File: config.mk
export PLATFORM = sky130hd
export DESIGN_NAME = wave_channel_sample_generator_flat
export DESIGN_NICKNAME = d
export VERILOG_FILES = /design/src/hw/rtl/wcsg_pkg.sv /design/src/hw/rtl/wcsg_if.sv /design/src/hw/rtl/wcsg_core.sv /design/src/hw/rtl/wcsg_out_buf.sv /design/src/hw/rtl/wave_channel_sample_generator.sv /design/src/flat_wrapper.sv
export SDC_FILE = /design/constraint.sdc
export NUM_CORES = 1
export LEC_CHECK = 0
export BUFFER_PORTS_ARGS = -buffer_cell sky130_fd_sc_hd__buf_2
export CORE_ASPECT_RATIO = 1.1
export CORE_MARGIN = 5
export CORE_UTILIZATION = 60
export DETAILED_ROUTE_END_ITERATION = 8
export GPL_TIMING_DRIVEN = 0
export HOLD_SLACK_MARGIN = 0.06
export PLACE_DENSITY = 0.8
export SLEW_MARGIN = 15
export SYNTH_ARGS = -nofsm -noshare
export SYNTH_HDL_FRONTEND = slang
export SYNTH_HIERARCHICAL = 1
export SYNTH_SLANG_ARGS = --single-unit
File: constraint.sdc
create_clock -name clk_i -period 7.9 [get_ports clk_i]
set_input_delay 1.58 -clock clk_i [delete_from_list [all_inputs] [get_ports clk_i]]
set_output_delay 1.58 -clock clk_i [all_outputs]
set_load 0.01 [all_outputs]
File: src/hw/rtl/wcsg_pkg.sv
// ----------------------------------------------------------------------------
// Wave channel sample generator package
// Shared types and register indexes for the wave-table audio channel.
// ----------------------------------------------------------------------------
package wcsg_pkg;

  // request codes carried in req_type
  typedef enum logic [1:0] {
    REQ_TICK = 2'd0,
    REQ_SEQ  = 2'd1,
    REQ_TRIG = 2'd2
  } req_type_e;

  // volume codes
  typedef enum logic [1:0] {
    VOL_MUTE    = 2'd0,
    VOL_FULL    = 2'd1,
    VOL_HALF    = 2'd2,
    VOL_QUARTER = 2'd3
  } vol_code_e;

  // configuration port geometry
  localparam int unsigned CfgIdxW  = 3;
  localparam int unsigned CfgDataW = 64;

  // configuration register indexes
  localparam logic [CfgIdxW-1:0] CFG_PERIOD     = 3'd0;
  localparam logic [CfgIdxW-1:0] CFG_VOLUME     = 3'd1;
  localparam logic [CfgIdxW-1:0] CFG_LEN_LOAD   = 3'd2;
  localparam logic [CfgIdxW-1:0] CFG_LEN_ENABLE = 3'd3;
  localparam logic [CfgIdxW-1:0] CFG_WAVE_LOW   = 3'd4;
  localparam logic [CfgIdxW-1:0] CFG_WAVE_HIGH  = 3'd5;

  // field widths
  localparam int unsigned PeriodW = 11;
  localparam int unsigned PosW    = 5;
  localparam int unsigned LenW    = 9;
  localparam int unsigned SampleW = 4;

  // full length counter value loaded on trigger before subtracting the load
  localparam logic [LenW-1:0] LEN_FULL = 9'd256;

  // one result beat
  typedef struct packed {
    logic [SampleW-1:0] sample;
    logic               channel_on;
  } result_t;

  // configuration write bundle
  typedef struct packed {
    logic                we;
    logic [CfgIdxW-1:0]  idx;
    logic [CfgDataW-1:0] data;
  } cfg_wr_t;

endpackage

File: src/hw/rtl/wcsg_if.sv
// ----------------------------------------------------------------------------
// Wave channel stream interfaces
// Valid/ready channels for request beats and result beats.
// ----------------------------------------------------------------------------
interface wcsg_req_if;
  logic       valid;
  logic       ready;
  logic [1:0] req_type;
  logic [2:0] seq_phase;

  modport source (output valid, output req_type, output seq_phase, input ready);
  modport sink   (input valid, input req_type, input seq_phase, output ready);
endinterface

interface wcsg_res_if;
  logic       valid;
  logic       ready;
  logic [3:0] sample;
  logic       channel_on;

  modport source (output valid, output sample, output channel_on, input ready);
  modport sink   (input valid, input sample, input channel_on, output ready);
endinterface

File: src/hw/rtl/wcsg_core.sv
// ----------------------------------------------------------------------------
// Wave channel core
// Configuration registers and channel state; updates the state once per
// accepted request beat and presents the resulting sample and enable.
// ----------------------------------------------------------------------------
module wcsg_core (
  input  logic               clk_i,
  input  logic               rst_ni,
  input  wcsg_pkg::cfg_wr_t  cfg_i,
  input  logic               fire_i,
  input  logic [1:0]         req_type_i,
  input  logic [2:0]         seq_phase_i,
  output wcsg_pkg::result_t  res_o
);

  // configuration registers
  logic [wcsg_pkg::PeriodW-1:0] period_value_q;
  logic [1:0]                   volume_code_q;
  logic [7:0]                   length_load_q;
  logic                         length_enable_q;
  logic [63:0]                  wave_low_q;
  logic [63:0]                  wave_high_q;

  // channel state
  logic [wcsg_pkg::PeriodW-1:0] period_q, period_d;
  logic [wcsg_pkg::PosW-1:0]    pos_q, pos_d;
  logic [wcsg_pkg::LenW-1:0]    len_q, len_d;
  logic                         active_q, active_d;
  logic [wcsg_pkg::SampleW-1:0] sample_q, sample_d;

  logic [wcsg_pkg::PosW-1:0]    pos_next;
  logic [63:0]                  wave_word;
  logic [3:0]                   nib_idx;
  logic [3:0]                   nibble;
  logic [3:0]                   scaled;

  // take configuration writes; unknown indexes fall through
  always_ff @(posedge clk_i or negedge rst_ni) begin
    if (!rst_ni) begin
      period_value_q  <= '0;
      volume_code_q   <= '0;
      length_load_q   <= '0;
      length_enable_q <= 1'b0;
      wave_low_q      <= '0;
      wave_high_q     <= '0;
    end else if (cfg_i.we) begin
      unique case (cfg_i.idx)
        wcsg_pkg::CFG_PERIOD:     period_value_q  <= cfg_i.data[wcsg_pkg::PeriodW-1:0];
        wcsg_pkg::CFG_VOLUME:     volume_code_q   <= cfg_i.data[1:0];
        wcsg_pkg::CFG_LEN_LOAD:   length_load_q   <= cfg_i.data[7:0];
        wcsg_pkg::CFG_LEN_ENABLE: length_enable_q <= cfg_i.data[0];
        wcsg_pkg::CFG_WAVE_LOW:   wave_low_q      <= cfg_i.data;
        wcsg_pkg::CFG_WAVE_HIGH:  wave_high_q     <= cfg_i.data;
        default: ;
      endcase
    end
  end

  // fetch the nibble at the advanced position, high nibble first
  assign pos_next  = pos_q + wcsg_pkg::PosW'(1);
  assign wave_word = pos_next[4] ? wave_high_q : wave_low_q;
  assign nib_idx   = 4'hF - pos_next[3:0];
  assign nibble    = wave_word[{nib_idx, 2'b00} +: 4];

  // apply the volume code
  always_comb begin
    unique case (wcsg_pkg::vol_code_e'(volume_code_q))
      wcsg_pkg::VOL_MUTE:    scaled = 4'd0;
      wcsg_pkg::VOL_FULL:    scaled = nibble;
      wcsg_pkg::VOL_HALF:    scaled = nibble >> 1;
      wcsg_pkg::VOL_QUARTER: scaled = nibble >> 2;
      default:               scaled = 4'd0;
    endcase
  end

  // next channel state for the current request
  always_comb begin
    period_d = period_q;
    pos_d    = pos_q;
    len_d    = len_q;
    active_d = active_q;
    sample_d = sample_q;
    unique case (req_type_i)
      wcsg_pkg::REQ_TICK: begin
        if (active_q) begin
          if (period_q == {wcsg_pkg::PeriodW{1'b1}}) begin
            period_d = period_value_q;
            pos_d    = pos_next;
            sample_d = scaled;
          end else begin
            period_d = period_q + wcsg_pkg::PeriodW'(1);
          end
        end
      end
      wcsg_pkg::REQ_SEQ: begin
        if (!seq_phase_i[0] && length_enable_q && (len_q != '0)) begin
          len_d = len_q - wcsg_pkg::LenW'(1);
          if (len_q == wcsg_pkg::LenW'(1)) begin
            active_d = 1'b0;
          end
        end
      end
      wcsg_pkg::REQ_TRIG: begin
        len_d    = wcsg_pkg::LEN_FULL - {1'b0, length_load_q};
        pos_d    = '0;
        period_d = period_value_q;
        active_d = 1'b1;
      end
      default: ;
    endcase
  end

  // commit state on each accepted beat
  always_ff @(posedge clk_i or negedge rst_ni) begin
    if (!rst_ni) begin
      period_q <= '0;
      pos_q    <= '0;
      len_q    <= '0;
      active_q <= 1'b0;
      sample_q <= '0;
    end else if (fire_i) begin
      period_q <= period_d;
      pos_q    <= pos_d;
      len_q    <= len_d;
      active_q <= active_d;
      sample_q <= sample_d;
    end
  end

  // result reflects the state after this beat
  assign res_o.sample     = sample_d;
  assign res_o.channel_on = active_d;

`ifndef SYNTHESIS
  a_trig_enables: assert property (@(posedge clk_i) disable iff (!rst_ni)
    fire_i && (req_type_i == wcsg_pkg::REQ_TRIG) |=> active_q && (pos_q == '0))
    else $error("trigger did not enable channel");

  a_len_bound: assert property (@(posedge clk_i) disable iff (!rst_ni)
    len_q <= wcsg_pkg::LEN_FULL)
    else $error("length counter above full value");

  a_idle_tick_holds: assert property (@(posedge clk_i) disable iff (!rst_ni)
    fire_i && (req_type_i == wcsg_pkg::REQ_TICK) && !active_q
      |=> $stable(period_q) && $stable(pos_q) && $stable(sample_q))
    else $error("disabled channel changed state on tick");
`endif

endmodule

File: src/hw/rtl/wcsg_out_buf.sv
// ----------------------------------------------------------------------------
// Wave channel result buffer
// Two-entry result queue that decouples the request side from output stalls.
// ----------------------------------------------------------------------------
module wcsg_out_buf (
  input  logic              clk_i,
  input  logic              rst_ni,
  input  logic              push_i,
  input  wcsg_pkg::result_t data_i,
  output logic              ready_o,
  output logic              valid_o,
  input  logic              pop_ready_i,
  output wcsg_pkg::result_t data_o
);

  wcsg_pkg::result_t mem_q [2];
  logic              wr_ptr_q, rd_ptr_q;
  logic [1:0]        count_q;
  logic              pop;

  assign pop     = valid_o && pop_ready_i;
  assign valid_o = (count_q != 2'd0);
  assign ready_o = (count_q != 2'd2);
  assign data_o  = mem_q[rd_ptr_q];

  // store each pushed beat
  always_ff @(posedge clk_i) begin
    if (push_i) begin
      mem_q[wr_ptr_q] <= data_i;
    end
  end

  // advance pointers and track fill; hold the count on push with pop or on idle
  always_ff @(posedge clk_i or negedge rst_ni) begin
    if (!rst_ni) begin
      wr_ptr_q <= 1'b0;
      rd_ptr_q <= 1'b0;
      count_q  <= 2'd0;
    end else begin
      if (push_i) wr_ptr_q <= ~wr_ptr_q;
      if (pop)    rd_ptr_q <= ~rd_ptr_q;
      if (push_i && !pop) begin
        count_q <= count_q + 2'd1;
      end else if (pop && !push_i) begin
        count_q <= count_q - 2'd1;
      end
    end
  end

`ifndef SYNTHESIS
  a_no_overflow: assert property (@(posedge clk_i) disable iff (!rst_ni)
    push_i |-> count_q != 2'd2)
    else $error("push into full result buffer");

  a_fill_ptrs: assert property (@(posedge clk_i) disable iff (!rst_ni)
    (count_q == 2'd1) |-> (wr_ptr_q != rd_ptr_q))
    else $error("result buffer pointers out of step");

  a_idle_holds: assert property (@(posedge clk_i) disable iff (!rst_ni)
    !push_i && !pop |=> $stable(count_q))
    else $error("result buffer fill changed without a beat");
`endif

endmodule

File: src/hw/rtl/wave_channel_sample_generator.sv
// ----------------------------------------------------------------------------
// Wave channel sample generator
// Each result beat is written into the result queue as its request beat is taken.
// Throughput: one request beat per cycle while the result queue has room.
// A two-entry result queue keeps requests flowing while one result waits.
// Reset: asynchronous, clears configuration, channel state and the queue.
// ----------------------------------------------------------------------------
module wave_channel_sample_generator (
  input  logic                             clk_i,
  input  logic                             rst_ni,
  input  logic                             cfg_we_i,
  input  logic [wcsg_pkg::CfgIdxW-1:0]     cfg_idx_i,
  input  logic [wcsg_pkg::CfgDataW-1:0]    cfg_data_i,
  wcsg_req_if.sink                         req,
  wcsg_res_if.source                       res
);

  wcsg_pkg::cfg_wr_t cfg;
  wcsg_pkg::result_t core_res;
  wcsg_pkg::result_t buf_res;
  logic              fire;
  logic              buf_ready;

  assign cfg.we   = cfg_we_i;
  assign cfg.idx  = cfg_idx_i;
  assign cfg.data = cfg_data_i;

  // accept a request beat whenever the queue has room
  assign req.ready = buf_ready;
  assign fire      = req.valid && buf_ready;

  wcsg_core u_core (
    .clk_i       (clk_i),
    .rst_ni      (rst_ni),
    .cfg_i       (cfg),
    .fire_i      (fire),
    .req_type_i  (req.req_type),
    .seq_phase_i (req.seq_phase),
    .res_o       (core_res)
  );

  wcsg_out_buf u_out_buf (
    .clk_i       (clk_i),
    .rst_ni      (rst_ni),
    .push_i      (fire),
    .data_i      (core_res),
    .ready_o     (buf_ready),
    .valid_o     (res.valid),
    .pop_ready_i (res.ready),
    .data_o      (buf_res)
  );

  assign res.sample     = buf_res.sample;
  assign res.channel_on = buf_res.channel_on;

endmodule

File: src/flat_wrapper.sv
// flat-port wrapper written by rule: the top's interface ports become plain ports
module wave_channel_sample_generator_flat 
  (clk_i, rst_ni, cfg_we_i, cfg_idx_i, cfg_data_i, req_valid, req_req_type, req_seq_phase, req_ready, res_valid, res_sample, res_channel_on, res_ready);
  wcsg_req_if req_i ();
  wcsg_res_if res_i ();
  input  logic clk_i;
  input  logic rst_ni;
  input  logic cfg_we_i;
  input  logic [wcsg_pkg::CfgIdxW-1:0] cfg_idx_i;
  input  logic [wcsg_pkg::CfgDataW-1:0] cfg_data_i;
  input wire logic [$bits(req_i.valid)-1:0] req_valid;
  input wire logic [$bits(req_i.req_type)-1:0] req_req_type;
  input wire logic [$bits(req_i.seq_phase)-1:0] req_seq_phase;
  output wire logic [$bits(req_i.ready)-1:0] req_ready;
  output wire logic [$bits(res_i.valid)-1:0] res_valid;
  output wire logic [$bits(res_i.sample)-1:0] res_sample;
  output wire logic [$bits(res_i.channel_on)-1:0] res_channel_on;
  input wire logic [$bits(res_i.ready)-1:0] res_ready;
  assign req_i.valid = req_valid;
  assign req_i.req_type = req_req_type;
  assign req_i.seq_phase = req_seq_phase;
  assign req_ready = req_i.ready;
  assign res_valid = res_i.valid;
  assign res_sample = res_i.sample;
  assign res_channel_on = res_i.channel_on;
  assign res_i.ready = res_ready;
  wave_channel_sample_generator u_core (.clk_i(clk_i), .rst_ni(rst_ni), .cfg_we_i(cfg_we_i), .cfg_idx_i(cfg_idx_i), .cfg_data_i(cfg_data_i), .req(req_i), .res(res_i));
endmodule
==> results.md <==
- PD cells: roughly 260 nW/µm²
- Relative slew margins: 0.442
- Reg2Reg Depth: 13
- Gp weighted congestion: between 0.8 and 0.9
- Post_cts resized: 0
- Seq/Total Area, Yosys: 0.508
- Most frequent cell after synthesis: dfrtp_1
- Delay-heaviest family, CP: compound AO/OA/AOI/OAI gates
- Critical Path End Type: register
- Pint: slightly above 2000 µW
- Crit path required time: about 8.1 ns
- Gate Count Post-Synth: 830
- Global-route wire length before repair: approximately 38 mm
- Status: finished, final reports clean
- Final instance area: 11000 µm²
- Hold Violations, Final: 0
- Die area: about 19000 µm²
- Setup slack, reg-to-reg: 4.34 ns
- Dpl hpwl: 17.1 mm
- CP cell instances: ha_1 > buf_6 > and3_4 > buf_6 > xnor2_2 > buf_6 > buf_6 > mux2i_1 > nor3_1 > a2111oi_1 > a211oi_2 > nor2_1 > a21oi_1
- Reg2reg start: u_core/u_core/pos_q[1]
- Netlist cell types: 73
- WHS Endpoint: u_core/u_core/sample_q[2]
- Max cap viols: 0
- Post-synth top area share: 0.477
- DR vias: between 7000 and 8000
- Die height: 143 µm
- Sequential share of power: 0.484
- Pins Over Slew Limit: 0
- Placed Area: 10400 µm²
- GRT Total Usage: 0.269
- CTS Sinks: between 150 and 200
- DR pass1 iterations: 6
- Critical path class: reg2reg
- Slew @ Worst Pin: 0.837 ns
- Final period util: 0.450
- WHS Path Cells: 2
- Buf/Inv on CP: 4
- Via density per instance: ~6.4
- Leak: between 0.004 and 0.005 µW
- Synth area leader: dfrtp_1
- Syn_area_per_cell: between 10 and 15 µm²
- Wire per inst: about 21 µm
- Hold_buf cts: 0
- Io pins: 84
- Die width: around 130 µm
- Pin count of the biggest net entering global routing: approximately 70
- Area of the mapped netlist: between 9000 and 10000 µm²
- Initial core utilization: 0.613
- Number of synthesized flops with an enable pin: 10
- Post-CTS setup buffers: 0
- Initial antenna violation count: 0
- Setup TNS: 0 ns
- Worst r2r dst: u_core/u_out_buf/mem_q[0][1]
- Post-route minimum period: ~3.6 ns
- Final ANT Viol Nets: 0
- Final Skew: a little over 0.008 ns
- Layout cells sized above 1: 0.325
- Maximum clock path buffer count: 2
- Post-layout net count: approximately 1000
- Synth area leaders: dfrtp_1 48%, mux2_2 18%, nand2_1 3.2%
- Register bit total from synthesis: just under 200
- Diode count: 0
- Peak supply drop: 0.182 mV
- Post-synth ARST share: 0.948
- Unrepaired setup endpoints after global routing: false
- # setup viols final: 0
- Hold Crit Start: u_core/u_core/sample_q[2]
- I/O Buffers: 81
- Switching Share: 0.286
- CTS root buf: clkbuf_16
- Primary FF master, synth: dfrtp_1
- Total congestion overflow: 0
- Most common cell type on the critical path: buf_6
- Path type of the worst min-delay path: reg2reg
- Clk_lat worst skew: 0.43 ns
- Slowest cell delay on critical path: 0.62 ns
- H-tree Lvls: 4
- Net Switching: ~830 µW
- Synthesized net count: 916
- Arr. time, crit path: between 3 and 4 ns
- Fill count: 1200
- 1st-iter DRT viols: 720
- Comb pwr share: 0.213
- Synth cell count leaders: 184 x dfrtp_1, 157 x mux2_2, 83 x nand2_1
- # DRC: 0
- Routed wire length: around 24 mm
- Clock power share: 0.303
- Critical path's slowest cell: a2111oi_1
- Startpoint Class: register
- Clock-pin slew on the worst setup and hold paths: around 0.070 ns
- Core area: about 16000 µm²
- Vias in the first global route: about 7000
- Peak fanout along the critical path: 10
- Maximum clock rate: 0.281 GHz
- Yosys warns: 6
- CTS tree: yes
- CP startpoint: u_core/u_core/pos_q[1]
- Area grow syn2layout: 13.8%
- Row cnt: 48
- TritonCTS Buffers: 17
==> registers in the layout (all words and copies together), names as in the netlist <==
| signal | cells |
|---|---|
| u_core/u_core/period_q | 11 |
| u_core/u_core/wave_low_q | 64 |
| u_core/u_core/sample_q | 4 |
| u_core/u_core/length_load_q | 8 |
| u_core/u_core/length_enable_q | 1 |
| u_core/u_core/wave_high_q | 64 |
| u_core/u_out_buf/rd_ptr_q | 1 |
| u_core/u_core/active_q | 1 |
| u_core/u_core/pos_q | 5 |
| u_core/u_core/volume_code_q | 2 |
| u_core/u_core/period_value_q | 11 |
| u_core/u_out_buf/wr_ptr_q | 1 |
| u_core/u_out_buf/count_q | 2 |
| u_core/u_out_buf/mem_q | 10 |
| u_core/u_core/len_q | 9 |
==> cell families after synthesis <==
family                     count (synthesis)  share of synthesized area
muxes                                    191                      0.230
buffers and inverters                     61                     0.0300
DFF                                      194                      0.508
AOI/OAI and AO/OA                        140                     0.0961
adders and majority gates                  9                     0.0117
xor gates and xnor gates                  16                     0.0161
and+or+nand+nor                          219                      0.107
==> cell type report <==
| class | count | area [µm²] | share of cell area |
|---|---|---|---|
| Buffer | 47 | 236 | 0.0215 |
| Clock buffer | 21 | 483 | 0.0440 |
| Clock inverter | 11 | 123 | 0.0112 |
| Inverter | 14 | 52.6 | 0.00479 |
| Multi-Input combinational cell | 575 | 4460 | 0.406 |
| Sequential cell | 194 | 4900 | 0.447 |
| Tap cell | 200 | 250 | 0.0228 |
| Timing Repair Buffer | 83 | 470 | 0.0429 |
==> metal layers <==
metal / wire length (µm) / track usage / vias up
met1: 9680 / 0.355 / 3624
met4: 911 / 0.128 / 0
li1: - / - / 3251
met5: 0 / 0 / -
met3: 1710 / 0.0557 / 66
met2: 11800 / 0.426 / 330
==> cells in the final DEF (no fill, tap or decap), drive strengths merged, types with 3 or more instances in the layout <==
| cell | Yosys | layout |
|---|---|---|
| mux2i | 25 | 25 |
| clkbuf | 32 | 53 |
| nand3 | 23 | 23 |
| buf | 15 | 98 |
| mux4 | 9 | 9 |
| xor2 | 5 | 5 |
| o211ai | 3 | 3 |
| clkinv | 2 | 8 |
| nand4 | 12 | 12 |
| o41ai | 3 | 3 |
| nor2b | 3 | 3 |
| or4 | 3 | 3 |
| a32oi | 4 | 4 |
| and2 | 3 | 3 |
| ha | 9 | 9 |
| o22a | 4 | 4 |
| a21oi | 36 | 36 |
| edfxtp | 10 | 10 |
| xnor2 | 11 | 11 |
| a211o | 3 | 3 |
| nand2 | 84 | 84 |
| nor2 | 44 | 44 |
| a311oi | 5 | 5 |
| and3 | 3 | 3 |
| inv | 12 | 14 |
| nor4 | 5 | 5 |
| o21ai | 38 | 38 |
| o22ai | 8 | 8 |
| a211oi | 4 | 4 |
| nand2b | 7 | 7 |
| nor3 | 21 | 21 |
| a22oi | 6 | 6 |
| mux2 | 157 | 157 |
| dfrtp | 184 | 184 |
| a31oi | 8 | 8 |
==> power groups by stage <==
| stage | combinational (µW) | sequential [µW] | clock, µW |
|---|---|---|---|
| detailed placement | 617 | 1420 | 0 |
| global placement | 589 | 1410 | 0 |
| finish | 619 | 1410 | 880 |
| floorplan | 461 | 1370 | 0 |
| CTS | 621 | 1400 | 890 |
| global route | 690 | 1430 | 931 |
==> how the worst max path moves through the flow <==
stage | end | slack, ns | depth (start not counted)
after CTS | u_core/u_core/wave_low_q[24] | 4.38 | 5
after detailed placement | u_core/u_core/wave_low_q[15] | 3.96 | 5
after global placement | u_core/u_core/wave_high_q[58] | 2.29 | 1
after floorplan | u_core/u_core/len_q[3] | 4.78 | 10
after global routing | u_core/u_out_buf/mem_q[0][1] | 4.25 | 13
final | u_core/u_out_buf/mem_q[0][1] | 4.34 | 13
==> metrics by stage <==
step	utilization	worst slack (ns)	cells	total power [µW]	hold slack (ns)
2_1_floorplan	-	4.78	830	1830	0.450
3_3_place_gp	0.655	2.29	1111	1990	0.468
3_5_place_dp	0.659	3.96	1113	2040	0.476
4_1_cts	0.697	4.38	1145	2910	0.491
5_1_grt	0.698	4.25	1145	3050	0.514
6_report	0.698	4.34	1145	2910	0.489
==> worst register-to-register path: cells and delay by family (launching register included) <==
kind	cells	cell delay, ns
AND/OR/NAND/NOR	3	0.42
AO/OA/AOI/OAI	3	0.95
XOR/XNOR	1	0.24
flip-flops	1	0.43
adder cells (fa/ha/maj)	1	0.23
buffers and inverters	4	0.73
multiplexers	1	0.31
No activity file was read; power rests on OpenSTA's default activity.
